===== config.mk =====
export PLATFORM = sky130hd
export DESIGN_NAME = rmaa_cordic_cell
export DESIGN_NICKNAME = d
export VERILOG_FILES = /design/src/rmaa_pkg.sv /design/src/rmaa_cordic_cell.sv
export SDC_FILE = /design/constraint.sdc
export NUM_CORES = 1
export LEC_CHECK = 0
export BUFFER_PORTS_ARGS = -buffer_cell sky130_fd_sc_hd__buf_2
export CORE_AREA = 2 2 282 284
export DETAILED_ROUTE_END_ITERATION = 16
export DIE_AREA = 0 0 284 286
export PLACE_DENSITY = 0.43
export RECOVER_POWER = 50
export SYNTH_ARGS = -nofsm -noshare
export SYNTH_HDL_FRONTEND = slang
export SYNTH_SLANG_ARGS = --single-unit
export TNS_END_PERCENT = 50

===== constraint.sdc =====
create_clock -name clock -period 4.3 [get_ports clock]
set_clock_uncertainty 0.05 [all_clocks]
set_input_delay 0.43 -clock clock [delete_from_list [all_inputs] [get_ports clock]]
set_output_delay 0.43 -clock clock [all_outputs]
set_load 0.01 [all_outputs]

===== src/rmaa_pkg.sv =====
// ----------------------------------------------------------------------------
// rmaa_pkg
// Shared constants, the per-item pipeline record and the CORDIC angle table.
// ----------------------------------------------------------------------------
package rmaa_pkg;

   localparam int FRAC_BITS = 14;
   localparam int ONE       = 1 << FRAC_BITS;
   localparam int LIM       = 2 * ONE;
   localparam int PI_Q13    = 25736;

   // angle accumulator, Q2.30 plus sign and headroom
   localparam int ZW = 34;
   localparam logic signed [ZW-1:0] HALF_PI_Q30 = 34'sd1686629713;
   // CORDIC x/y datapath width
   localparam int CW = 20;

   // front sqrt lanes: sine, skew length (shifted left 24), three diagonals
   localparam int SQ_RW    = 58;
   localparam int SQ_N     = SQ_RW / 2;
   localparam int SQ_LANES = 5;

   // axis length sqrt
   localparam int LEN_RW = 32;
   localparam int LEN_N  = LEN_RW / 2;

   // dividers: three by the sine, three by the skew length
   localparam int DIV_DW    = 48;
   localparam int DIV_QW    = 16;
   localparam int DIV_LANES = 6;

   localparam logic [1:0] CASE_GENERAL = 2'd0;
   localparam logic [1:0] CASE_ZERO    = 2'd1;
   localparam logic [1:0] CASE_HALF    = 2'd2;

   typedef struct packed {
      logic signed [17:0]     c;
      logic                   c_pos;
      logic [2:0][16:0]       d;
      logic                   dn_zero;
      logic [15:0]            s;
      logic                   s_zero;
      logic [28:0]            g;
      logic [2:0][14:0]       diag;
      logic [14:0]            ang;
      logic [DIV_LANES-1:0]   ovf;
      logic [2:0][16:0]       vm;
      logic [2:0][16:0]       nm;
   } item_type;

   function automatic logic signed [ZW-1:0] atan_q30(input int i);
      logic signed [ZW-1:0] a;
      case (i)
         0:  a = 34'sd843314857;
         1:  a = 34'sd497837829;
         2:  a = 34'sd263043837;
         3:  a = 34'sd133525159;
         4:  a = 34'sd67021687;
         5:  a = 34'sd33543515;
         6:  a = 34'sd16775851;
         7:  a = 34'sd8388437;
         8:  a = 34'sd4194283;
         9:  a = 34'sd2097149;
         10: a = 34'sd1048576;
         default: a = ZW'(64'h4000_0000 >> i);
      endcase
      return a;
   endfunction

endpackage


===== src/rmaa_cordic_cell.sv =====
// ----------------------------------------------------------------------------
// rmaa_cordic_cell
// One vectoring-mode CORDIC micro-rotation, registered.
// ----------------------------------------------------------------------------
module rmaa_cordic_cell #(
   parameter int K = 0
) (
   input  logic                               clock,
   input  logic                               reset,
   input  logic                               i_valid,
   input  logic signed [rmaa_pkg::CW-1:0]     i_x,
   input  logic signed [rmaa_pkg::CW-1:0]     i_y,
   input  logic signed [rmaa_pkg::ZW-1:0]     i_z,
   input  rmaa_pkg::item_type                 i_item,
   output logic                               o_valid,
   output logic signed [rmaa_pkg::CW-1:0]     o_x,
   output logic signed [rmaa_pkg::CW-1:0]     o_y,
   output logic signed [rmaa_pkg::ZW-1:0]     o_z,
   output rmaa_pkg::item_type                 o_item
);
   import rmaa_pkg::*;

   localparam logic signed [ZW-1:0] ATAN_K = atan_q30(K);

   logic                 valid_ff;
   logic signed [CW-1:0] x_ff, x_in, y_ff, y_in;
   logic signed [ZW-1:0] z_ff, z_in;
   item_type             item_ff;

   always_comb begin
      if (i_y >= 0) begin
         x_in = i_x + (i_y >>> K);
         y_in = i_y - (i_x >>> K);
         z_in = i_z + ATAN_K;
      end else begin
         x_in = i_x - (i_y >>> K);
         y_in = i_y + (i_x >>> K);
         z_in = i_z - ATAN_K;
      end
   end

   always_ff @(posedge clock) begin
      if (reset) begin
         valid_ff <= 1'b0;
      end else begin
         valid_ff <= i_valid;
      end
      x_ff    <= x_in;
      y_ff    <= y_in;
      z_ff    <= z_in;
      item_ff <= i_item;
   end

   assign o_valid = valid_ff;
   assign o_x     = x_ff;
   assign o_y     = y_ff;
   assign o_z     = z_ff;
   assign o_item  = item_ff;

endmodule


# Word-level counts from Yosys, hierarchy flattened
# Index checks and enable logic that the tools add are counted.
# Widths: inputs -> output; s select.
# classes
order_cmp	1
n_addsub	5
muxes	3
# ops
op	n
$mux 20	2
$sub 20x20->20	2
$add 34x31->34 const B	1
$mux 34	1
$sub 34x31->34 const B	1
$add 20x20->20	1
$ge 20x1->1 const B	1
# totals
out_inout_bits	360
wordCells	33
reg_bits	360
input_bits	362

# Depth between registers and ports, before layout
# depth
depth_word	2
depth_mapped	17
ltp_nobuf	11

# Least setup slack after synthesis
# No wires, ideal clock.
# synth_path
path_kind	input to register
from	input i_y[19] (netlist bit)
to	register z_ff[27] (netlist: o_z[27])
setup_ns	0.072
path_buffers	5
setup_slack_ns	0.596
path_stages	15
arrival_ns	3.582
required_time_ns	4.178
cell_sequence	buf_6 > buf_6 > inv_2 > clkbuf_1 > buf_1 > ha_1 > buf_6 > a21oi_1 > o21bai_1 > maj3_1 > nor2_1 > a31oi_4 > and4_4 > a221oi_2 > xnor2_1
# synth_between
elab_chain_cells	2
# synth_lines
element	line	rtl
from (decl)	rmaa_cordic_cell.sv:12	input logic signed [rmaa_pkg::CW-1:0] i_y,
$ge 20x1->1	rmaa_cordic_cell.sv:31	if (i_y >= 0) begin
$mux 34	rmaa_cordic_cell.sv:31	
net z_in[27]	rmaa_cordic_cell.sv:27	logic signed [ZW-1:0] z_ff, z_in;
to (signal assigned)	rmaa_cordic_cell.sv:50	z_ff <= z_in;
to (decl)	rmaa_cordic_cell.sv:27	
# The timed path passes the listed nets, and every way through them passes these cells.
# A chain may end at the register's enable or synchronous reset.

# Worst setup path after layout
# layout_path
from	input i_z[0] (netlist bit)
to	register z_ff[32] (netlist: o_z[32])
# layout_between
elab_chain_cells	2
word_cells_on_any_way	3
classes_between	add/sub: 2; mux: 1
# layout_lines
element	line	rtl
from (decl)	rmaa_cordic_cell.sv:13	input logic signed [rmaa_pkg::ZW-1:0] i_z,
$sub 34x31->34 / $add 34x31->34 (equally long branches)	rmaa_cordic_cell.sv:38, rmaa_cordic_cell.sv:34	
$mux 34 (*)	rmaa_cordic_cell.sv:31	
net z_in[32]	rmaa_cordic_cell.sv:27	
# The timed path passes the listed nets; every way through them passes the cells marked *.

==> results.toml <==
[status]
status = "completed"

[route]
ant_nets = 0
wire_per_inst_um = 22.62
dr.pass1.iters = 5
vias = 12540
wirelength_um = 73280
drc = 0
via_per_inst = 3.869
drt_iter0_markers = 654

[timing]
rsz0062_at_grt = "no"
period_needed_ps = 2872
final.setup.tns_ps = 0
fmax_mhz = 348.2
tightest_slew_ps = 717.8
setup-violations-final = 0
slew_viol_final = 0
final_hold_viol_count = 0
min_period_over_period_pct = 66.79
max_slew_margin_pct = 52.14

[global_route]
grt_first_pass_wirelength_um = 99390
grt_max_degree = 65
grt_util_all_layers_pct = 17.23
antenna_found_initial = 34
grt_overflow = 0
grt_pass1_vias = 12980

[synth]
synth_top_area_share_pct = 57.48
syn_avg_cell_area_um2 = 10.97
synthFlopType = "dfxtp_1"
synth.largest_area_cell = "dfxtp_1"
postSynthCellCount = 1140
syn_area_mm2 = 0.01250
synth_common_cells = "359 x dfxtp_1, 94 x a21oi_1, 72 x ha_1"
yosys_register_bits = 359
synth_cell_types = 84
synth_edf_count = 0
yosysWarningCount = 0
synthArstFlopShare_pct = 0
ys_seq_area_share_pct = 57.48
synth.most_common_cell = "dfxtp_1"
synth_nets = 1577
synth_area_leaders = "dfxtp_1 57%, ha_1 7.2%, xnor2_1 4.1%, a21oi_1 3.8%, o21ai_0 2.4%"

[critical_path]
path_max_fanout = 5
arrival_ps = 3290
crit_type = "in2reg"
cp-startpoint = "i_z[0]"
end_kind = "flop"
crit_family = "compound AO/OA/AOI/OAI gates"
crit_required_ps = 4710
cp_cell_sequence = "dlygate4sd3_1 -> clkbuf_1 -> ha_1 -> o31ai_4 -> o21bai_2 -> a311oi_2 -> o22ai_2 -> a221oi_4 -> o31ai_2 -> a31oi_1 -> xnor2_1"
cp-start-kind = "input pin"
slowest_delay_ps = 540
critPathBufInv = 2
cpMaxStageDelayCell = "dlygate4sd3_1"

[clock_tree]
clkTransAtPathRegs_ps = 60
clock_sinks = 359
ctsHtreeMaxLevel = 2
numCtsBuffers = 45
cts.path.max_buffers = 3
cts-root-buf = "clkbuf_16"
cts_tree = "yes"

[floorplanning]
fp.dieH_um = 286
dieArea_mm2 = 0.08122
start_util_pct = 15.96
num_io_pins = 722
core_area_mm2 = 0.07836
die_w_um = 284
rows = 103

[finish]
layout-drive-gt1-share_pct = 33.96
fillers = 8438
nNetsFinal = 2580
final_util_pct = 27.32
syn2layout_area_growth_pct = 71.20

[place]
place_congestion = 0.9494
port_buffers = 721
dpl.hpwl_um = 59530

[pwr]
max-vdd-ir-drop_mv = 0.2321
powerDensity_mw_per_mm2 = 438.4
power.leakage_nw = 9.747

[min_path]
min-delay-start = "i_z[31]"
hp-class = "in2reg"

[run]
drv_cap = 0
==> sequential cells by signal (all words and copies together), names as in the netlist <==
| name | flops |
|---|---|
| o_item | 285 |
| o_x | 19 |
| o_valid | 1 |
| o_y | 20 |
| o_z | 34 |
==> metal layers <==
layer  global-route usage [%]  part of all wire [%]
met1                    18.97                    38
met2                    26.59                    44
met3                    11.08                    14
met4                    6.474                   3.3
met5                        0                  0.27
==> what timing repair did <==
action	in CTS	in global routing
hold buffers	289	0
resized for setup	0	0
setup endpoints to repair	0	0
endpoints found under the hold margin	289	0
setup buffers	0	0
==> per-stage QoR <==
| step | power, mW | area, um^2 | setup slack (ps) | hold WS [ps] | std cells |
|---|---|---|---|---|---|
| floorplan | 4.530 | 12500 | 596.0 | 407.7 | 1140 |
| global route | 9.819 | 21390 | 1322 | 48.61 | 3232 |
| global placement | 5.378 | 17060 | 1044 | 482.3 | 2857 |
| finish | 9.384 | 21410 | 1428 | 53.12 | 3240 |
| detailed placement | 5.363 | 17060 | 983.4 | 483.6 | 2857 |
| CTS | 9.567 | 21480 | 1485 | 9.357 | 3226 |
==> cells in the final DEF (no fill, tap or decap), types with 14 or more instances in the layout <==
| cell type | instances |
|---|---|
| nand2_1 | 44 |
| a21oi_1 | 94 |
| nor3_1 | 20 |
| buf_2 | 631 |
| clkbuf_1 | 94 |
| clkbuf_16 | 45 |
| inv_1 | 66 |
| dlygate4sd3_1 | 289 |
| nor2_1 | 67 |
| diode_2 | 14 |
| ha_1 | 72 |
| dfxtp_1 | 359 |
| o21ai_0 | 61 |
| xnor2_1 | 58 |
| xor2_1 | 23 |
| nand3_1 | 17 |
==> power breakdown <==
part	total [mW]	leakage, nW	switching (mW)	internal, mW
clock network	3.89	0.737	1.57	2.31
registers	3.74	3.03	0.110	3.63
logic	1.76	5.98	1.01	0.751
==> final timing paths <==
check,endpoint,slack (ps),cells past startpoint
worst min-delay path,o_z[31],50,2
worst max-delay path,o_z[32],1430,11
==> kinds of logic (layout without fill, tap and decap cells) <==
group	Yosys count	after routing	share of synthesized area [%]
adder cells (fa/ha/maj)	77	77	7.845
AND/OR/NAND/NOR	215	215	8.496
AO/OA/AOI/OAI	269	269	14.22
other	0	14	0
flip-flops	359	359	57.48
XOR/XNOR	81	81	5.674
buffers and inverters	126	1162	5.224
multiplexers	13	13	1.061
==> final cells by class <==
| type | instances | area, um^2 | share of cell area [%] |
|---|---|---|---|
| flip-flops and latches | 359 | 7187 | 33.57 |
| repair buffers | 1013 | 6416 | 29.97 |
| multi-input cells | 655 | 4663 | 21.79 |
| well taps | 1050 | 1314 | 6.137 |
| clock buffers | 59 | 1259 | 5.880 |
| clock inverters | 21 | 272.8 | 1.274 |
| inverters | 69 | 259.0 | 1.210 |
| diodes | 14 | 35.03 | 0.1637 |
Power figures use the tool's default switching activity.
