**src/rmaa_pkg.sv**
```systemverilog
// ----------------------------------------------------------------------------
// rmaa_pkg
// Shared constants, the per-item pipeline record and the CORDIC angle table.
// ----------------------------------------------------------------------------
package rmaa_pkg;

   localparam int FRAC_BITS = 14;
   localparam int ONE       = 1 << FRAC_BITS;
   localparam int LIM       = 2 * ONE;
   localparam int PI_Q13    = 25736;

   // angle accumulator, Q2.30 plus sign and headroom
   localparam int ZW = 34;
   localparam logic signed [ZW-1:0] HALF_PI_Q30 = 34'sd1686629713;
   // CORDIC x/y datapath width
   localparam int CW = 20;

   // front sqrt lanes: sine, skew length (shifted left 24), three diagonals
   localparam int SQ_RW    = 58;
   localparam int SQ_N     = SQ_RW / 2;
   localparam int SQ_LANES = 5;

   // axis length sqrt
   localparam int LEN_RW = 32;
   localparam int LEN_N  = LEN_RW / 2;

   // dividers: three by the sine, three by the skew length
   localparam int DIV_DW    = 48;
   localparam int DIV_QW    = 16;
   localparam int DIV_LANES = 6;

   localparam logic [1:0] CASE_GENERAL = 2'd0;
   localparam logic [1:0] CASE_ZERO    = 2'd1;
   localparam logic [1:0] CASE_HALF    = 2'd2;

   typedef struct packed {
      logic signed [17:0]     c;
      logic                   c_pos;
      logic [2:0][16:0]       d;
      logic                   dn_zero;
      logic [15:0]            s;
      logic                   s_zero;
      logic [28:0]            g;
      logic [2:0][14:0]       diag;
      logic [14:0]            ang;
      logic [DIV_LANES-1:0]   ovf;
      logic [2:0][16:0]       vm;
      logic [2:0][16:0]       nm;
   } item_type;

   function automatic logic signed [ZW-1:0] atan_q30(input int i);
      logic signed [ZW-1:0] a;
      case (i)
         0:  a = 34'sd843314857;
         1:  a = 34'sd497837829;
         2:  a = 34'sd263043837;
         3:  a = 34'sd133525159;
         4:  a = 34'sd67021687;
         5:  a = 34'sd33543515;
         6:  a = 34'sd16775851;
         7:  a = 34'sd8388437;
         8:  a = 34'sd4194283;
         9:  a = 34'sd2097149;
         10: a = 34'sd1048576;
         default: a = ZW'(64'h4000_0000 >> i);
      endcase
      return a;
   endfunction

endpackage

```
**src/rmaa_div_cell.sv**
```systemverilog
// ----------------------------------------------------------------------------
// rmaa_div_cell
// One quotient bit of a restoring divider, for several lanes, registered.
// ----------------------------------------------------------------------------
module rmaa_div_cell #(
   parameter int LANES = 1,
   parameter int DW    = 2,
   parameter int QW    = 1,
   parameter int K     = 0
) (
   input  logic                       clock,
   input  logic                       reset,
   input  logic                       i_valid,
   input  logic [LANES-1:0][DW-1:0]   i_rem,
   input  logic [LANES-1:0][DW-1:0]   i_den,
   input  logic [LANES-1:0][QW-1:0]   i_quo,
   input  rmaa_pkg::item_type         i_item,
   output logic                       o_valid,
   output logic [LANES-1:0][DW-1:0]   o_rem,
   output logic [LANES-1:0][DW-1:0]   o_den,
   output logic [LANES-1:0][QW-1:0]   o_quo,
   output rmaa_pkg::item_type         o_item
);
   import rmaa_pkg::*;

   logic                     valid_ff;
   logic [LANES-1:0][DW-1:0] rem_ff, rem_in;
   logic [LANES-1:0][DW-1:0] den_ff;
   logic [LANES-1:0][QW-1:0] quo_ff, quo_in;
   item_type                 item_ff;

   always_comb begin
      logic [DW-1:0] trial;
      for (int l = 0; l < LANES; l++) begin
         trial = i_den[l] << K;
         if (i_rem[l] >= trial) begin
            rem_in[l] = i_rem[l] - trial;
            quo_in[l] = i_quo[l] | (QW'(1) << K);
         end else begin
            rem_in[l] = i_rem[l];
            quo_in[l] = i_quo[l];
         end
      end
   end

   always_ff @(posedge clock) begin
      if (reset) begin
         valid_ff <= 1'b0;
      end else begin
         valid_ff <= i_valid;
      end
      rem_ff  <= rem_in;
      den_ff  <= i_den;
      quo_ff  <= quo_in;
      item_ff <= i_item;
   end

   assign o_valid = valid_ff;
   assign o_rem   = rem_ff;
   assign o_den   = den_ff;
   assign o_quo   = quo_ff;
   assign o_item  = item_ff;

endmodule

```
**config.mk**
```make
export PLATFORM = sky130hd
export DESIGN_NAME = rmaa_div_cell
export DESIGN_NICKNAME = d
export VERILOG_FILES = /design/src/rmaa_pkg.sv /design/src/rmaa_div_cell.sv
export SDC_FILE = /design/constraint.sdc
export NUM_CORES = 1
export LEC_CHECK = 0
export ABC_AREA = 1
export BUFFER_PORTS_ARGS = -buffer_cell sky130_fd_sc_hd__buf_2
export CELL_PAD_IN_SITES_DETAIL_PLACEMENT = 2
export CELL_PAD_IN_SITES_GLOBAL_PLACEMENT = 2
export CORE_AREA = 2 2 229 231
export CTS_CLUSTER_DIAMETER = 40
export DETAILED_ROUTE_END_ITERATION = 12
export DIE_AREA = 0 0 231 233
export GPL_ROUTABILITY_DRIVEN = 0
export GPL_TIMING_DRIVEN = 0
export PLACE_DENSITY_LB_ADDON = 0.25
export SLEW_MARGIN = 20
export SYNTH_ARGS = -nofsm -noshare
export SYNTH_HDL_FRONTEND = slang
export SYNTH_SLANG_ARGS = --single-unit
```
**constraint.sdc**
```tcl
create_clock -name clock -period 3.1 [get_ports clock]
set_input_delay 0.465 -clock clock [delete_from_list [all_inputs] [get_ports clock]]
set_output_delay 0.465 -clock clock [all_outputs]
set_load 0.02 [all_outputs]
```
* Word-level counts from Yosys, hierarchy flattened
Cells that the tools add are included.
** Operators by class
- Add/subtract/negate cells :: 1
- Multiply operators :: 0
- Div/mod/pow operators :: 0
- $lt $le $gt $ge :: 1
- Eq/ne operators :: 0
- Shift operators :: 0
- Muxes and demuxes :: 1
- Bitwise logic cells :: 0
- Reductions and logical operators :: 0
** Operators by type and width (number)
- greater-or-equal comparator 2 bit :: 1
- 2-to-1 mux 2 bit :: 1
- subtractor 2 bit :: 1
** Word-level totals
- Bits in registers :: 291
- Bits in latches :: 0
- Memory bits (writable) :: 0
- ROM bits :: 0
- Input port bits :: 293
- Word-level logic and storage cells :: 27
- Memories :: 0

* Depth between registers and ports, before layout
- Depth after elaboration :: 2
- Depth in mapped cells :: 8
- Depth with buffers taken out :: 8

* Worst setup path after synthesis
No wires, ideal clock.
- Kind :: input port to flip-flop
- Start :: input i_rem[0] (netlist name)
- End :: register rem_ff, in the netlist o_rem[1]
- Setup time :: 0.112 ns
- Arrival time :: 1.245 ns
- Path slack :: 1.742 ns
- Stages on the path :: 8
- Path buffers :: 0
- Cell sequence :: inv_1 -> ha_1 -> inv_1 -> fa_1 -> inv_2 -> nand2_1 -> nand2_1 -> nand2_1
** RTL lines
- start: declaration :: RTL line rmaa_div_cell.sv:14 : input logic [LANES-1:0][DW-1:0] i_rem,
- end signal: assignment :: RTL line rmaa_div_cell.sv:52 : rem_ff <= rem_in;
- end: declaration :: RTL line rmaa_div_cell.sv:27 : logic [LANES-1:0][DW-1:0] rem_ff, rem_in;

* Worst setup path in the final report
- Start :: register item_ff, in the netlist o_item[160]
- End :: output o_item[160] (netlist name)
** RTL lines
- start: declaration :: RTL line rmaa_div_cell.sv:30 : item_type item_ff;
- start signal: assignment :: RTL line rmaa_div_cell.sv:55 : item_ff <= i_item;
- end: declaration :: RTL line rmaa_div_cell.sv:22 : output rmaa_pkg::item_type o_item
No word-level cell between the ends.

==> results.py <==
metrics = {
    "run_status": {
        "status": "finished, final reports clean",
    },
    "sta": {
        "fin_ws_ns": 1.45,
        "post-route-min-period_ns": 1.65,
        "setup_viol": 0,
        "hold_viol_final": 0,
        "tightest_slew_ns": 0.191,
        "rsz0062_at_grt": "no",
        "slew_headroom": 0.872,
        "tns_ns": 0,
        "slew_viol_final": 0,
        "max_freq_ghz": 0.605,
        "period_share": 0.533,
    },
    "grt": {
        "busiest_layer": "met2",
        "grt_pass1_wl_mm": 43.4,
        "first_global_vias": 7131,
        "grt_start_max_net_pins": 14,
        "grt_use_met1": 0.0986,
        "grt-ovfl-total": 0,
        "antenna_found_initial": 2,
        "use_met2": 0.215,
        "track_usage": 0.109,
        "grtUsageMet3": 0.0365,
    },
    "logic_synthesis": {
        "synth_edf_count": 0,
        "ys_async_sr_fraction": 0,
        "synth.most_common_cell": "dfxtp_1",
        "synthTopCellsByArea": "dfxtp_1 98%, ha_1 0.42%, fa_1 0.34%",
        "netlist_top_cells_count": "291 x dfxtp_1, 5 x nand2_1, 4 x inv_1",
        "synth-seq-cells": 291,
        "synthFlopType": "dfxtp_1",
        "netlist_area_um2": 5940,
        "synth-seq-area-share": 0.981,
        "synth_cells": 309,
        "yosys.cell_types.count": 10,
        "syn_nets": 605,
        "avgSynthCellArea_um2": 19.2,
        "ys_warn_count": 0,
        "yosysTopAreaCell": "dfxtp_1",
        "synth_top_area_frac": 0.981,
    },
    "final_layout": {
        "synthToLayoutAreaGrowth_pct": 143,
        "nets": 1527,
        "stdcell_count": 1956,
        "fillCellCount": 5620,
        "drive_gt1_frac": 0.532,
    },
    "setup_path": {
        "startpoint_type": "register",
        "crit_path_end_kind": "primary output",
        "critPathKind": "register to primary output",
        "cp_slowest_cell": "dfxtp_1",
        "arrival_ns": 1.19,
        "critical-path-top-delay-family": "flip-flops",
        "crit_buf_inv": 1,
        "critPathMaxStageDelay_ns": 0.41,
        "worstPathRequired_ns": 2.63,
        "crit_fanout": 1,
        "crit_chain": "buf_2",
    },
    "detailed_routing": {
        "num_vias": 6074,
        "wl_per_cell_um": 15.7,
        "drt_first_iter_violations": 65,
        "routed_via_density": 3.11,
        "route.detailed.drc": 0,
        "routed_wl_mm": 30.7,
        "firstDrtPassIters": 4,
        "final_antenna_net_count": 0,
    },
    "placed_design": {
        "io_buffers": 583,
        "pre_cts_ws_ns": 1.51,
        "hpwl_mm": 20.1,
        "dpl.cell_count": 1572,
    },
    "hold_path": {
        "holdCritPathClass": "input port to register",
        "whs_path_depth": 1,
        "min_to": "o_item[28]$_DFF_P_",
        "hp-start": "i_item[28]",
    },
    "die": {
        "fp.dieW_um": 231,
        "start_util": 0.116,
        "core_area_um2": 51100,
        "fp.dieArea_um2": 53800,
        "io_pins": 584,
        "dieHeight_um": 233,
        "num_rows": 83,
    },
    "pwr": {
        "internal_power_uw": 8450,
        "p_per_area_nw_per_um2": 767,
        "p_leak_uw": 0.00693,
        "clkPwrFrac": 0.548,
        "fin_total_pwr_uw": 11100,
        "comb_power_share": 0.090,
        "p_switching_uw": 2620,
        "seqPwrFrac": 0.362,
        "ir_drop_v": 0.000446,
        "switching_share": 0.237,
    },
    "clock_tree": {
        "cts_root_buf": "clkbuf_16",
        "postCtsSetupBuffers": 0,
        "clkSlewWorstSetupHoldPaths_ns": 0.05,
        "cts_hold_buf": 283,
        "cts_made_buffers": 52,
        "clock-sinks": 291,
        "htree_levels": 2,
        "cts_tree": "built",
        "post_cts_resized": 0,
        "cts_buffer_depth": 3,
    },
    "flow_run": {
        "drv_cap": 0,
    },
}
-- power groups by stage --
| stage | Combinational (uW) | Sequential, uW | Clock (uW) |
|---|---|---|---|
| global route | 1070 | 4030 | 6440 |
| global placement | 700 | 4070 | 0 |
| floorplan | 12.1 | 4340 | 0 |
| detailed placement | 705 | 4080 | 0 |
| finish | 1000 | 4010 | 6070 |
| CTS | 999 | 4010 | 6220 |
-- cell usage in the layout, fill, tap and decap left out, drive strengths merged --
cell           n
buf          583
dfxtp        291
dlygate4sd3  285
clkbuf        63
inv           15
clkinv        12
bufinv         8
nand2          5
clkinvlp       5
nand3          2
ha             2
diode          1
or2            1
nor2           1
nand3b         1
fa             1
-- final cells by class --
cell class	instances	area [um2]	share of cell area
clock inverter	35	450	0.0312
multi-input combinational	13	91.3	0.00632
sequential	291	5830	0.403
clock buffer	63	1440	0.0994
timing repair buffer	868	5770	0.399
tap	680	851	0.0589
inverter	5	18.8	0.00130
antenna	1	2.50	0.000173
-- flip-flops by register name, summed over array words and instances, names as in the netlist --
name     cells
o_valid      1
o_rem        2
o_den        2
o_item     285
o_quo        1
-- layer usage --
layer  routed length, um  up-vias  share of wire
li1                    -     2830              -
met1                9750     2853           0.32
met2               17400      325           0.57
met3                2470       66          0.080
met4                1090        0          0.036
met5                   0        -              0
-- logic make-up after synthesis --
family        count (synthesis)  synth area share
buf+inv                       5           0.00316
simple gates                 10           0.00780
flops                       291             0.981
fa+ha+maj                     3           0.00759
-- per-stage QoR --
step            util  hold WS (ns)  area, um2
4_1_cts        0.282      0.000105      14400
5_1_grt        0.283       0.00863      14400
3_3_place_gp   0.190         0.567       9700
6_report       0.283        0.0417      14400
2_1_floorplan      -         0.493       5940
3_5_place_dp   0.190         0.569       9700
-- worst max path at each step --
stage                              from                to  slack, ns  cells after the start
global route        o_item[160]$_DFF_P_       o_item[160]       1.30                      1
detailed placement             i_rem[0]  o_rem[1]$_DFF_P_       1.51                      9
global placement               i_rem[0]  o_rem[1]$_DFF_P_       1.55                      9
CTS                 o_item[160]$_DFF_P_       o_item[160]       1.30                      1
finish              o_item[160]$_DFF_P_       o_item[160]       1.45                      1
floorplan                      i_rem[0]  o_rem[1]$_DFF_P_       1.74                      8
No activity file was read; power rests on OpenSTA's default activity.
