[config.mk]
export PLATFORM = sky130hd
export DESIGN_NAME = rmaa_sqrt_cell
export DESIGN_NICKNAME = d
export VERILOG_FILES = /design/src/rmaa_pkg.sv /design/src/rmaa_sqrt_cell.sv
export SDC_FILE = /design/constraint.sdc
export NUM_CORES = 1
export LEC_CHECK = 0
export ABC_AREA = 1
export BUFFER_PORTS_ARGS = -buffer_cell sky130_fd_sc_hd__buf_2
export CORE_AREA = 2 2 225 227
export CTS_BUF_LIST = sky130_fd_sc_hd__clkbuf_4
export CTS_CLUSTER_DIAMETER = 150
export DETAILED_ROUTE_END_ITERATION = 8
export DIE_AREA = 0 0 227 229
export GPL_TIMING_DRIVEN = 0
export PLACE_DENSITY = 0.35
export RECOVER_POWER = 50
export SETUP_SLACK_MARGIN = 0.3
export SLEW_MARGIN = 10
export SYNTH_ARGS = -nofsm -noshare
export SYNTH_HDL_FRONTEND = slang
export SYNTH_SLANG_ARGS = --single-unit
[constraint.sdc]
create_clock -name clock -period 1.8 [get_ports clock]
set_input_delay 0.36 -clock clock [delete_from_list [all_inputs] [get_ports clock]]
set_output_delay 0.36 -clock clock [all_outputs]
set_load 0.005 [all_outputs]
[src/rmaa_pkg.sv]
// ----------------------------------------------------------------------------
// rmaa_pkg
// Shared constants, the per-item pipeline record and the CORDIC angle table.
// ----------------------------------------------------------------------------
package rmaa_pkg;

   localparam int FRAC_BITS = 14;
   localparam int ONE       = 1 << FRAC_BITS;
   localparam int LIM       = 2 * ONE;
   localparam int PI_Q13    = 25736;

   // angle accumulator, Q2.30 plus sign and headroom
   localparam int ZW = 34;
   localparam logic signed [ZW-1:0] HALF_PI_Q30 = 34'sd1686629713;
   // CORDIC x/y datapath width
   localparam int CW = 20;

   // front sqrt lanes: sine, skew length (shifted left 24), three diagonals
   localparam int SQ_RW    = 58;
   localparam int SQ_N     = SQ_RW / 2;
   localparam int SQ_LANES = 5;

   // axis length sqrt
   localparam int LEN_RW = 32;
   localparam int LEN_N  = LEN_RW / 2;

   // dividers: three by the sine, three by the skew length
   localparam int DIV_DW    = 48;
   localparam int DIV_QW    = 16;
   localparam int DIV_LANES = 6;

   localparam logic [1:0] CASE_GENERAL = 2'd0;
   localparam logic [1:0] CASE_ZERO    = 2'd1;
   localparam logic [1:0] CASE_HALF    = 2'd2;

   typedef struct packed {
      logic signed [17:0]     c;
      logic                   c_pos;
      logic [2:0][16:0]       d;
      logic                   dn_zero;
      logic [15:0]            s;
      logic                   s_zero;
      logic [28:0]            g;
      logic [2:0][14:0]       diag;
      logic [14:0]            ang;
      logic [DIV_LANES-1:0]   ovf;
      logic [2:0][16:0]       vm;
      logic [2:0][16:0]       nm;
   } item_type;

   function automatic logic signed [ZW-1:0] atan_q30(input int i);
      logic signed [ZW-1:0] a;
      case (i)
         0:  a = 34'sd843314857;
         1:  a = 34'sd497837829;
         2:  a = 34'sd263043837;
         3:  a = 34'sd133525159;
         4:  a = 34'sd67021687;
         5:  a = 34'sd33543515;
         6:  a = 34'sd16775851;
         7:  a = 34'sd8388437;
         8:  a = 34'sd4194283;
         9:  a = 34'sd2097149;
         10: a = 34'sd1048576;
         default: a = ZW'(64'h4000_0000 >> i);
      endcase
      return a;
   endfunction

endpackage

[src/rmaa_sqrt_cell.sv]
// ----------------------------------------------------------------------------
// rmaa_sqrt_cell
// One root bit of a restoring square root, for several lanes, registered.
// ----------------------------------------------------------------------------
module rmaa_sqrt_cell #(
   parameter int LANES = 1,
   parameter int RW    = 2,
   parameter int K     = 0
) (
   input  logic                           clock,
   input  logic                           reset,
   input  logic                           i_valid,
   input  logic [LANES-1:0][RW-1:0]       i_rem,
   input  logic [LANES-1:0][RW/2-1:0]     i_root,
   input  rmaa_pkg::item_type             i_item,
   output logic                           o_valid,
   output logic [LANES-1:0][RW-1:0]       o_rem,
   output logic [LANES-1:0][RW/2-1:0]     o_root,
   output rmaa_pkg::item_type             o_item
);
   import rmaa_pkg::*;

   localparam int N = RW / 2;

   logic                     valid_ff;
   logic [LANES-1:0][RW-1:0] rem_ff, rem_in;
   logic [LANES-1:0][N-1:0]  root_ff, root_in;
   item_type                 item_ff;

   always_comb begin
      logic [RW:0] trial;
      for (int l = 0; l < LANES; l++) begin
         // (Q + 2^K)^2 - Q^2
         trial = ((RW+1)'(i_root[l]) << (K + 1)) + ((RW+1)'(1) << (2 * K));
         if ({1'b0, i_rem[l]} >= trial) begin
            rem_in[l]  = i_rem[l] - trial[RW-1:0];
            root_in[l] = i_root[l] | (N'(1) << K);
         end else begin
            rem_in[l]  = i_rem[l];
            root_in[l] = i_root[l];
         end
      end
   end

   always_ff @(posedge clock) begin
      if (reset) begin
         valid_ff <= 1'b0;
      end else begin
         valid_ff <= i_valid;
      end
      rem_ff  <= rem_in;
      root_ff <= root_in;
      item_ff <= i_item;
   end

   assign o_valid = valid_ff;
   assign o_rem   = rem_ff;
   assign o_root  = root_ff;
   assign o_item  = item_ff;

endmodule

# Word level (Yosys, flattened, before mapping)
# Index checks and enable logic that the tools add are counted.
# W data, S select, Z words.
dict set report classes {
  addsub 2
  multipliers 0
  div 0
  n_lt_le_gt_ge 1
  eq_ne 0
  shifts 0
  mux 1
  bitwise 0
  n_reduce_logical 0
}
# operator count
set op_table {}
lappend op_table {{$add A2 B1 Y3 const B} 1}
lappend op_table {{$ge A2 B3 Y1} 1}
lappend op_table {{$mux W2} 1}
lappend op_table {{$sub A2 B2 Y2} 1}
dict set report totals {
  ff_bits 289
  latchBits 0
  ramBits 0
  romBits 0
  input_bits 291
  output_inout_bits 289
  wordCells 27
  n_memories 0
}

# Depth between registers and ports, before layout
# Gate-level depths: netlist of the first run.
dict set report depth {
  word_depth 3
  depth_mapped 5
  depth_no_buf 5
}

# Worst setup path after synthesis of the first run
# Ideal clock, no wire load.
dict set report synth_timing {
  path_kind {input-to-reg}
  startpoint {input i_rem[1] in the netlist's numbering}
  endpoint {register rem_ff, in the netlist o_rem[1]}
  setup_ns 0.120
  t_arrival_ns 0.996
  required_ns 1.680
  setup_slack_ns 0.685
  cell_stages 4
  path_buffers 0
  path_cell_list {inv_1 fa_1 nand2_1 o21ai_1}
}
# item line_no
set synth_lines {}
lappend synth_lines {{from (decl)} rmaa_sqrt_cell.sv:13} ;# input logic [LANES-1:0][RW-1:0] i_rem,
lappend synth_lines {{to (signal assigned)} rmaa_sqrt_cell.sv:51} ;# rem_ff <= rem_in;
lappend synth_lines {{to (decl)} rmaa_sqrt_cell.sv:26} ;# logic [LANES-1:0][RW-1:0] rem_ff, rem_in;

# Worst setup path in the final report of the first run
dict set report layout_timing {
  startpoint {register item_ff, in the netlist o_item[131]}
  endpoint {output o_item[131] in the netlist's numbering}
}
# item line_no
set layout_lines {}
lappend layout_lines {{from (decl)} rmaa_sqrt_cell.sv:28} ;# item_type item_ff;
lappend layout_lines {{from (signal assigned)} rmaa_sqrt_cell.sv:53} ;# item_ff <= i_item;
lappend layout_lines {{to (decl)} rmaa_sqrt_cell.sv:19} ;# output rmaa_pkg::item_type o_item
# No word-level cell between the ends.

==> metrics.yaml, run 1 <==
synth_area_um2: 5852
ir_drop_mv: 0.4897
critPathMaxFanout: 1
switching_power_uw: 3183
yosysWarnings: 0
cts.sinks: 289
crit_family: "flip-flops"
critPathSlowestCell: "dfxtp_4"
grt_start_max_net_pins: 11
finalSetupViolCount: 0
synth_fa_ha_area_share_pct: 0.3421
synth_cell_types: 6
pwr-share-seq_pct: 48.1
post_cts.repair.setup_buffers: 0
die_w_um: 227
cts.clk_slew.worst_paths_ps: 60
synth-seq-cells: 289
timing_worst_setup_path_type: "reg -> out"
finalCritPeriodShare_pct: 87.25
grt_overflow: 0
dr.pass1.iters: 4
cp_cell_sequence: "buf_6"
crit_path_end_kind: "primary output"
drt_iter0_drc: 63
stdcell_count: 1977
cts_tree: "built"
synth_simple_gate_area_share_pct: 0.3849
wl_um: 24840
netlist_instances: 302
hp-start: "i_item[101]"
synth_top_family_by_area: "simple AND/OR/NAND/NOR gates"
seq_area_frac_synth_pct: 98.87
synthMuxAreaShare_pct: 0
grt_util_met3_pct: 4.092
cp_data_arrival_time_ps: 1210
area_growth_pct: 144.3
finalMaxSlewViolations: 0
antenna_found_initial: 2
hold_viol_final: 0
worst_slew_pin_slew_ps: 220.2
synth_compound_area_share_pct: 0.08552
required_ps: 1440
drive_above_1_share_pct: 61.78
leakagePower_uw: 0.006771
synthesis.nets: 594
clkPwrFrac_pct: 42.2
start_util_pct: 11.78
fmax_ghz: 0.6368
die_area_um2: 51980
busiest_layer: "met2"
h-tree-depth: 3
avgSynthCellArea_um2: 19.38
dp.cells: 1553
fin_nets: 1544
fin_util_pct: 28.79
grt.total_usage_pct: 8.833
synth_xor_area_share_pct: 0
p_int_uw: 11140
cts-root-buf: "clkbuf_4"
grt_pass1_vias: 6804
n_fill_cell: 5132
hold_path.class: "in -> reg"
start_kind: "register"
drcViolationCount: 0
fp.dieH_um: 229
ant_nets: 0
placementRows: 82
clk_path_buf_depth: 3
power_density_nw_per_um2: 1002
pwr-share-comb_pct: 9.7
rsz0062_at_grt: "true"
vias: 6053
swShare_pct: 22.22
io_buffers: 579
min_to: "o_item[101]"
io_pins: 580
numCtsBuffers: 79
grt_first_pass_wirelength_um: 34200
wl_per_cell_um: 12.57
post-route-min-period_ps: 1570
crit_path_max_incr_delay_ps: 370
relSlewSlack_pct: 85.17
via_per_inst: 3.062
placedInstanceArea_um2: 9590
path_buf_inv: 1
grt_util_met1_pct: 6.988
hold_depth: 2
final_area_um2: 14300
status: "finished, final reports clean"
routabilityCongestion: 0.7193
dp_hpwl_um: 15290
grtUsageMet2_pct: 16.66
tns_ps: 0
drv_cap: 0
fp.coreArea_um2: 49660
[state kept, by name, summed over array words and instances, names as in the netlist]
signal,cells
o_valid,1
o_rem,2
o_item,285
o_root,1
[synth_stat cells (all sizes together)]
| master | count | area [um^2] |
|---|---|---|
| dfxtp | 289 | 5786 |
| fa | 1 | 20.02 |
| inv | 5 | 18.77 |
| nand2 | 5 | 18.77 |
| nor2 | 1 | 3.750 |
| o21ai | 1 | 5.000 |
[stage by stage]
step	hold WS [ps]	total power, uW	setup slack [ps]
after floorplan	387.7	7038	684.6
after global placement	461.9	7727	469.7
after detailed placement	463.6	7721	476.5
after CTS	70.37	14520	27.30
after global routing	136.7	15180	83.64
final	262.7	14330	229.6
[layer usage]
layer | up-vias | share of wire (%)
met5 | - | 0
met4 | 0 | 3.6
met3 | 59 | 12
met2 | 415 | 53
met1 | 2696 | 31
li1 | 2883 | -
[power by group through the flow]
stage / logic [uW] / registers [uW] / clock network, uW
2_1_floorplan: 11.8 / 7030 / 0
3_3_place_gp: 762 / 6970 / 0
3_5_place_dp: 753 / 6970 / 0
4_1_cts: 1280 / 6840 / 6410
5_1_grt: 1500 / 6920 / 6760
6_report: 1390 / 6890 / 6040
[kinds of logic (layout without fill, tap and decap cells)]
kind of cell,Yosys count,in the layout
adder cells (fa/ha/maj),1,1
other,0,2
AO/OA/AOI/OAI,1,1
buffers and inverters,5,1006
flip-flops,289,289
AND/OR/NAND/NOR,6,6
[placed cells by master (no fill, tap or decap)]
master / netlist / final
buf_2: 0 / 456
dlygate4sd3_1: 0 / 290
dfxtp_1: 289 / 173
clkbuf_4: 0 / 117
dfxtp_2: 0 / 115
buf_6: 0 / 104
clkbuf_1: 0 / 18
clkinv_2: 0 / 6
inv_1: 5 / 5
nand2_1: 5 / 5
clkinv_1: 0 / 4
bufinv_16: 0 / 3
diode_2: 0 / 2
inv_2: 0 / 2
o21ai_0: 0 / 1
nor2_1: 1 / 1
fa_1: 1 / 1
clkbuf_2: 0 / 1
dfxtp_4: 0 / 1
[worst max-delay path by stage]
stage | endpoint | slack [ps] | startpoint | depth (start not counted)
finish | o_item[131] | 230 | o_item[131] | 1
global route | o_item[131] | 80 | o_item[131] | 1
CTS | o_item[131] | 30 | o_item[131] | 1
detailed placement | o_rem[1] | 480 | i_rem[1] | 5
global placement | o_rem[1] | 470 | i_rem[1] | 4
floorplan | o_rem[1] | 680 | i_rem[1] | 4
[repair_timing]
action / 4_1_cts / 5_1_grt
hold endpoints to repair: 289 / 0
setup endpoints to repair: 289 / 289
gates resized for setup: 49 / 177
hold buffers: 290 / 0
[layout make-up]
cell class / count / area, um^2 / area share (%)
clock inverters: 15 / 142.6 / 0.9978
well taps: 672 / 840.8 / 5.882
inverters: 5 / 18.77 / 0.1313
multi-input cells: 8 / 47.55 / 0.3326
diodes: 2 / 5.005 / 0.03501
repair buffers: 869 / 6429 / 44.97
flip-flops and latches: 289 / 5933 / 41.51
clock buffers: 117 / 878.3 / 6.144
Power figures use the tool's default switching activity.
==> run 2, diff against run 1 <==
--- a/config.mk
+++ b/config.mk
@@ -7,13 +7,13 @@
 export LEC_CHECK = 0
 export ABC_AREA = 1
 export BUFFER_PORTS_ARGS = -buffer_cell sky130_fd_sc_hd__buf_2
-export CORE_AREA = 2 2 225 227
+export CORE_AREA = 2 2 224 226
 export CTS_BUF_LIST = sky130_fd_sc_hd__clkbuf_4
 export CTS_CLUSTER_DIAMETER = 150
 export DETAILED_ROUTE_END_ITERATION = 8
-export DIE_AREA = 0 0 227 229
+export DIE_AREA = 0 0 226 228
 export GPL_TIMING_DRIVEN = 0
-export PLACE_DENSITY = 0.35
+export PLACE_DENSITY = 0.36
 export RECOVER_POWER = 50
 export SETUP_SLACK_MARGIN = 0.3
 export SLEW_MARGIN = 10
==> constraint.sdc (replaced) <==
create_clock -name clock -period 1.36 [get_ports clock]
set_input_delay 0.272 -clock clock [delete_from_list [all_inputs] [get_ports clock]]
set_output_delay 0.272 -clock clock [all_outputs]
set_load 0.005 [all_outputs]
==> run 2 against run 1 <==
The run now fails in clock tree synthesis (4_1_cts); synthesized cell count stayed put; area after synthesis stayed put.
==> metrics.yaml, run 2 <==
h-tree-depth: 3
cts-root-buf: "clkbuf_4"
synth_area_um2: 5852
synth_edf_count: 0
status: "aborted with a tool error"
toolErrorMsg: "[ERROR RSZ-0060] Max buffer count reached."
yosysWarnings: 0
post_cts.repair.setup_buffers: 0
die_w_um: 226
yosys-top-cells-count: "289 x dfxtp_1, 5 x inv_1, 5 x nand2_1"
routabilityCongestion: 0.7809
netlist_instances: 302
yosys.area.top_type: "dfxtp_1"
async_reset_ff_share_pct: 0
synthesis.nets: 594
cts.sinks: 289
seq_area_frac_synth_pct: 98.87
lastStage: "clock tree synthesis (4_1_cts)"
synthMuxAreaShare_pct: 0
synth_fa_ha_area_share_pct: 0.3421
synth_xor_area_share_pct: 0
start_util_pct: 11.86
dp_hpwl_um: 18000
clk_path_buf_depth: 3
synth_top_family_by_area: "simple AND/OR/NAND/NOR gates"
placementRows: 82
synth_cell_types: 6
io_pins: 580
fp.dieH_um: 228
io_buffers: 579
synth-seq-cells: 289
avgSynthCellArea_um2: 19.38
synth_compound_area_share_pct: 0.08552
numCtsBuffers: 84
ys_top_cells_by_area: "dfxtp_1 99%, fa_1 0.34%, inv_1 0.32%, nand2_1 0.32%, o21ai_1 0.086%"
yosysMostFrequentCell: "dfxtp_1"
cts_hold_buffers: 341
synth_ff_type: "dfxtp_1"
synth.top_cell.area_share_pct: 98.87
synth_simple_gate_area_share_pct: 0.3849
ctsResizeCount: 94
run 2: cell counts after synthesis:
Identical to the previous run, type by type.
run 2: cells by family after synthesis:
group                    count (synthesis)
flip-flops                             289
adder cells (fa/ha/maj)                  1
buffers and inverters                    5
AND/OR/NAND/NOR                          6
AO/OA/AOI/OAI                            1
run 2: metrics by stage:
step	hold slack, ps	utilization, %	instance area (um^2)	worst slack [ps]	instances
after global placement	374.5	19.43	9590	151.2	1553
after floorplan	299.7	-	5852	332.6	302
after detailed placement	375.6	19.43	9590	173.5	1553
==> run 3, diff against run 2 <==
--- a/config.mk
+++ b/config.mk
@@ -7,15 +7,12 @@
 export LEC_CHECK = 0
 export ABC_AREA = 1
 export BUFFER_PORTS_ARGS = -buffer_cell sky130_fd_sc_hd__buf_2
-export CORE_AREA = 2 2 224 226
-export CTS_BUF_LIST = sky130_fd_sc_hd__clkbuf_4
-export CTS_CLUSTER_DIAMETER = 150
+export CORE_AREA = 2 2 228 230
 export DETAILED_ROUTE_END_ITERATION = 8
-export DIE_AREA = 0 0 226 228
+export DIE_AREA = 0 0 230 232
 export GPL_TIMING_DRIVEN = 0
-export PLACE_DENSITY = 0.36
+export PLACE_DENSITY_LB_ADDON = 0.15
 export RECOVER_POWER = 50
-export SETUP_SLACK_MARGIN = 0.3
 export SLEW_MARGIN = 10
 export SYNTH_ARGS = -nofsm -noshare
 export SYNTH_HDL_FRONTEND = slang
==> constraint.sdc (replaced) <==
create_clock -name clock -period 1.8 [get_ports clock]
set_input_delay 0.36 -clock clock [delete_from_list [all_inputs] [get_ports clock]]
set_output_delay 0.36 -clock clock [all_outputs]
set_load 0.005 [all_outputs]
==> run 3 against run 2 <==
The flow now finishes without violations.
==> metrics.yaml, run 3 (same netlist as run 1, synthesis figures left out) <==
ctsResizeCount: 0
dp_slack_ps: 528.3
cts_tree: "built"
hold_depth: 3
dr.pass1.iters: 4
crit_path_max_incr_delay_ps: 380
wl_per_cell_um: 12.57
path_buf_inv: 1
layout.cells.most_common_list: "566 x buf_2, 289 x dfxtp_1, 285 x dlygate4sd3_1"
die_area_um2: 53360
antenna_found_initial: 1
die_w_um: 230
ant_nets: 0
fmax_ghz: 0.7166
wl_um: 24000
grt_first_pass_wirelength_um: 33900
drcViolationCount: 0
p_total_uw: 15210
start_kind: "register"
path_depth: 1
clk_path_buf_depth: 3
area_growth_pct: 132.7
drive_above_1_share_pct: 50.57
grt_overflow: 0
hold_viol_final: 0
cts-root-buf: "clkbuf_16"
required_ps: 1440
dp.cells: 1561
grt_start_max_net_pins: 14
power_density_nw_per_um2: 1117
vias: 5581
finalCritPeriodShare_pct: 77.52
layout_commonest_cell: "buf_2"
tns_ps: 0
cp_data_arrival_time_ps: 1040
drv_cap: 0
grt_pass1_vias: 5962
hold_slack_ps: 49.33
h-tree-depth: 2
cts.clk_slew.worst_paths_ps: 60
timing_worst_setup_path_type: "reg -> out"
critPathMaxFanout: 1
worst_slew_pin_slew_ps: 318.0
leakagePower_uw: 0.006500
status: "finished, final reports clean"
post-route-min-period_ps: 1395
start_util_pct: 11.50
finalSetupViolCount: 0
via_per_inst: 2.924
crit_family: "flip-flops"
cp_cell_sequence: "buf_2"
rsz0062_at_grt: "false"
worst_slack_ps: 404.6
io_pins: 580
numCtsBuffers: 34
io_buffers: 579
dp_hpwl_um: 17420
fin_nets: 1494
fp.dieH_um: 232
critPathSlowestCell: "dfxtp_1"
cts.sinks: 289
grt.total_usage_pct: 8.437
relSlewSlack_pct: 78.80
finalMaxSlewViolations: 0
ir_drop_mv: 0.7800
routabilityCongestion: 0.7104
hold_path.class: "in -> reg"
stdcell_count: 1909
crit_path_end_kind: "primary output"
placementRows: 83
drt_iter0_drc: 74
fp.coreArea_um2: 50890
largest_reg_flops: 285
-- run 3: layout make-up --
cell class              instances  area [um^2]
well taps                     680        850.8
multi-input cells               8        47.55
repair buffers                864         5734
clock inverters                12        143.9
inverters                       5        18.77
clock buffers                  50         1035
flip-flops and latches        289         5786
fillers                      5387        37270
diodes                          1        2.502
-- run 3: through the flow --
| step | instance area, um^2 | utilization [%] |
|---|---|---|
| after CTS | 13630 | 26.79 |
| after global routing | 13620 | 26.76 |
| after global placement | 9600 | 18.87 |
| after detailed placement | 9600 | 18.87 |
| after floorplan | 5852 | - |
| final | 13620 | 26.76 |
-- run 3: power by group --
group	switching, uW	internal, uW	total, uW
logic	406	841	1250
registers	82.0	6750	6830
clock network	2710	4430	7140
total	3200	12000	15200
-- run 3: path summary, 6_finish.rpt --
path | startpoint | to | slack [ps]
worst max-delay path | o_item[37] | o_item[37] | 400
worst min-delay path | i_valid | o_valid | 50
-- run 3: tightest hold or removal path, stage by stage --
cell and delay, ps:
buf_2 90, inv_1 40, nor2_1 30
-- run 3: metal layers --
layer | share of wire (%) | global-route usage (%) | vias to the layer above
met5 | 0 | 0 | -
met4 | 2.9 | 3.831 | 0
met3 | 7.9 | 3.131 | 38
met2 | 54 | 15.57 | 260
met1 | 35 | 8.396 | 2548
li1 | - | - | 2735
-- run 3: what timing repair did --
item,in CTS,in global routing
buffers inserted,0,0
hold buffers,285,0
hold endpoints to repair,285,0
endpoints found under the setup margin,0,0
==> run 4, diff against run 3 <==
==> constraint.sdc (replaced) <==
create_clock -name clock -period 1.2 [get_ports clock]
set_input_delay 0.24 -clock clock [delete_from_list [all_inputs] [get_ports clock]]
set_output_delay 0.24 -clock clock [all_outputs]
set_load 0.005 [all_outputs]
==> run 4 against run 3 <==
The run now ends with setup timing left; power is 52% higher; core utilization is 1.4 points higher; clock power is 50% higher; sequential cell count is the same; global-route usage about the same; first-iteration DRC count increased by 1.4%; via count grew 0.54%; cell count rose by 0.26%; largest cell class is now buffers.
==> metrics.yaml, run 4 (same netlist as run 1, synthesis figures left out) <==
drcViolationCount: 0
worst_slack_ps: -26.21
start_kind: "register"
cp_cell_sequence: "buf_6"
cts.clk_slew.worst_paths_ps: 60
required_ps: 960
grt_overflow: 0
ant_nets: 0
die_w_um: 230
post-route-min-period_ps: 1226
h-tree-depth: 2
timing_worst_setup_path_type: "reg -> out"
drv_cap: 0
grt_start_max_net_pins: 14
relSlewSlack_pct: 90.95
violations: "setup timing"
dp_slack_ps: 48.28
io_pins: 580
n_fill_cell: 5307
io_buffers: 579
path_buf_inv: 1
multiInputGateArea_um2: 50.05
crit_family: "flip-flops"
clk_path_buf_depth: 3
placementRows: 83
leakagePower_uw: 0.006735
drive_above_1_share_pct: 58.88
worst_slew_pin_slew_ps: 135.7
layout_commonest_cell: "buf_2"
wl_per_cell_um: 12.83
grt_pass1_vias: 6048
drt_iter0_drc: 75
regArea_um2: 5904
finalMaxSlewViolations: 0
die_area_um2: 53360
p_total_uw: 23090
dr.pass1.iters: 2
crit_path_end_kind: "primary output"
area_growth_pct: 145.1
cts_tree: "built"
cp_data_arrival_time_ps: 990
via_per_inst: 2.932
status: "finished with violations"
cts.sinks: 289
post_cts.repair.setup_buffers: 0
ir_drop_mv: 1.131
rsz0062_at_grt: "true"
grt_first_pass_wirelength_um: 34130
start_util_pct: 11.50
fp.dieH_um: 232
grt.total_usage_pct: 8.472
finalSetupViolCount: 6
critPathMaxFanout: 1
vias: 5611
numCtsBuffers: 34
fmax_ghz: 0.8155
cts-root-buf: "clkbuf_16"
power_density_nw_per_um2: 1610
hold_path.class: "in -> reg"
wl_um: 24550
antenna_found_initial: 1
largest_reg_flops: 285
critPathSlowestCell: "dfxtp_2"
crit_path_max_incr_delay_ps: 360
routabilityCongestion: 0.7104
tns_ps: -79.12
fp.coreArea_um2: 50890
dp_hpwl_um: 17420
finalCritPeriodShare_pct: 102.2
layout.cells.most_common_list: "491 x buf_2, 290 x dlygate4sd3_1, 196 x dfxtp_1"
hold_viol_final: 0
fin_nets: 1499
## run 4: path summary, 6_finish.rpt
path / start / end / slack [ps] / depth (start not counted)
setup / recovery: o_item[182] / o_item[182] / -30 / 1
hold / removal: i_item[56] / o_item[56] / 350 / 2
## run 4: per-layer routing
| layer | global-route usage [%] | wire length, um | vias to the layer above |
|---|---|---|---|
| li1 | - | - | 2745 |
| met1 | 8.378 | 8492 | 2566 |
| met2 | 15.71 | 13390 | 262 |
| met3 | 3.143 | 1968 | 38 |
| met4 | 3.831 | 699 | 0 |
| met5 | 0 | 0 | - |
## run 4: cell type report
class / count / share of cell area (%)
timing repair buffer: 869 / 44.18
sequential: 289 / 41.17
clock buffer: 50 / 7.215
tap: 680 / 5.933
clock inverter: 12 / 1.003
multi-input combinational: 8 / 0.3490
inverter: 5 / 0.1309
antenna: 1 / 0.01745
## run 4: what timing repair did
action,CTS,global route
hold endpoints to repair,289,0
hold buffers,290,0
resized for setup,64,123
pin swaps,0,0
endpoints found under the setup margin,289,291
## run 4: through the flow
step	instances	hold WS [ps]	cell area [um^2]	util (%)
5_1_grt	1914	306.4	14340	28.18
3_5_place_dp	1561	343.6	9600	18.87
6_report	1914	351.3	14340	28.18
2_1_floorplan	302	267.7	5852	-
3_3_place_gp	1561	341.9	9600	18.87
4_1_cts	1913	294.4	13880	27.28
## run 4: where the power goes
part | switching [uW] | internal [uW] | total [uW] | leakage, uW
combinational | 617 | 1450 | 2060 | 0.00372
clock | 4070 | 6640 | 10700 | 0.000578
sequential | 160 | 10200 | 10300 | 0.00244
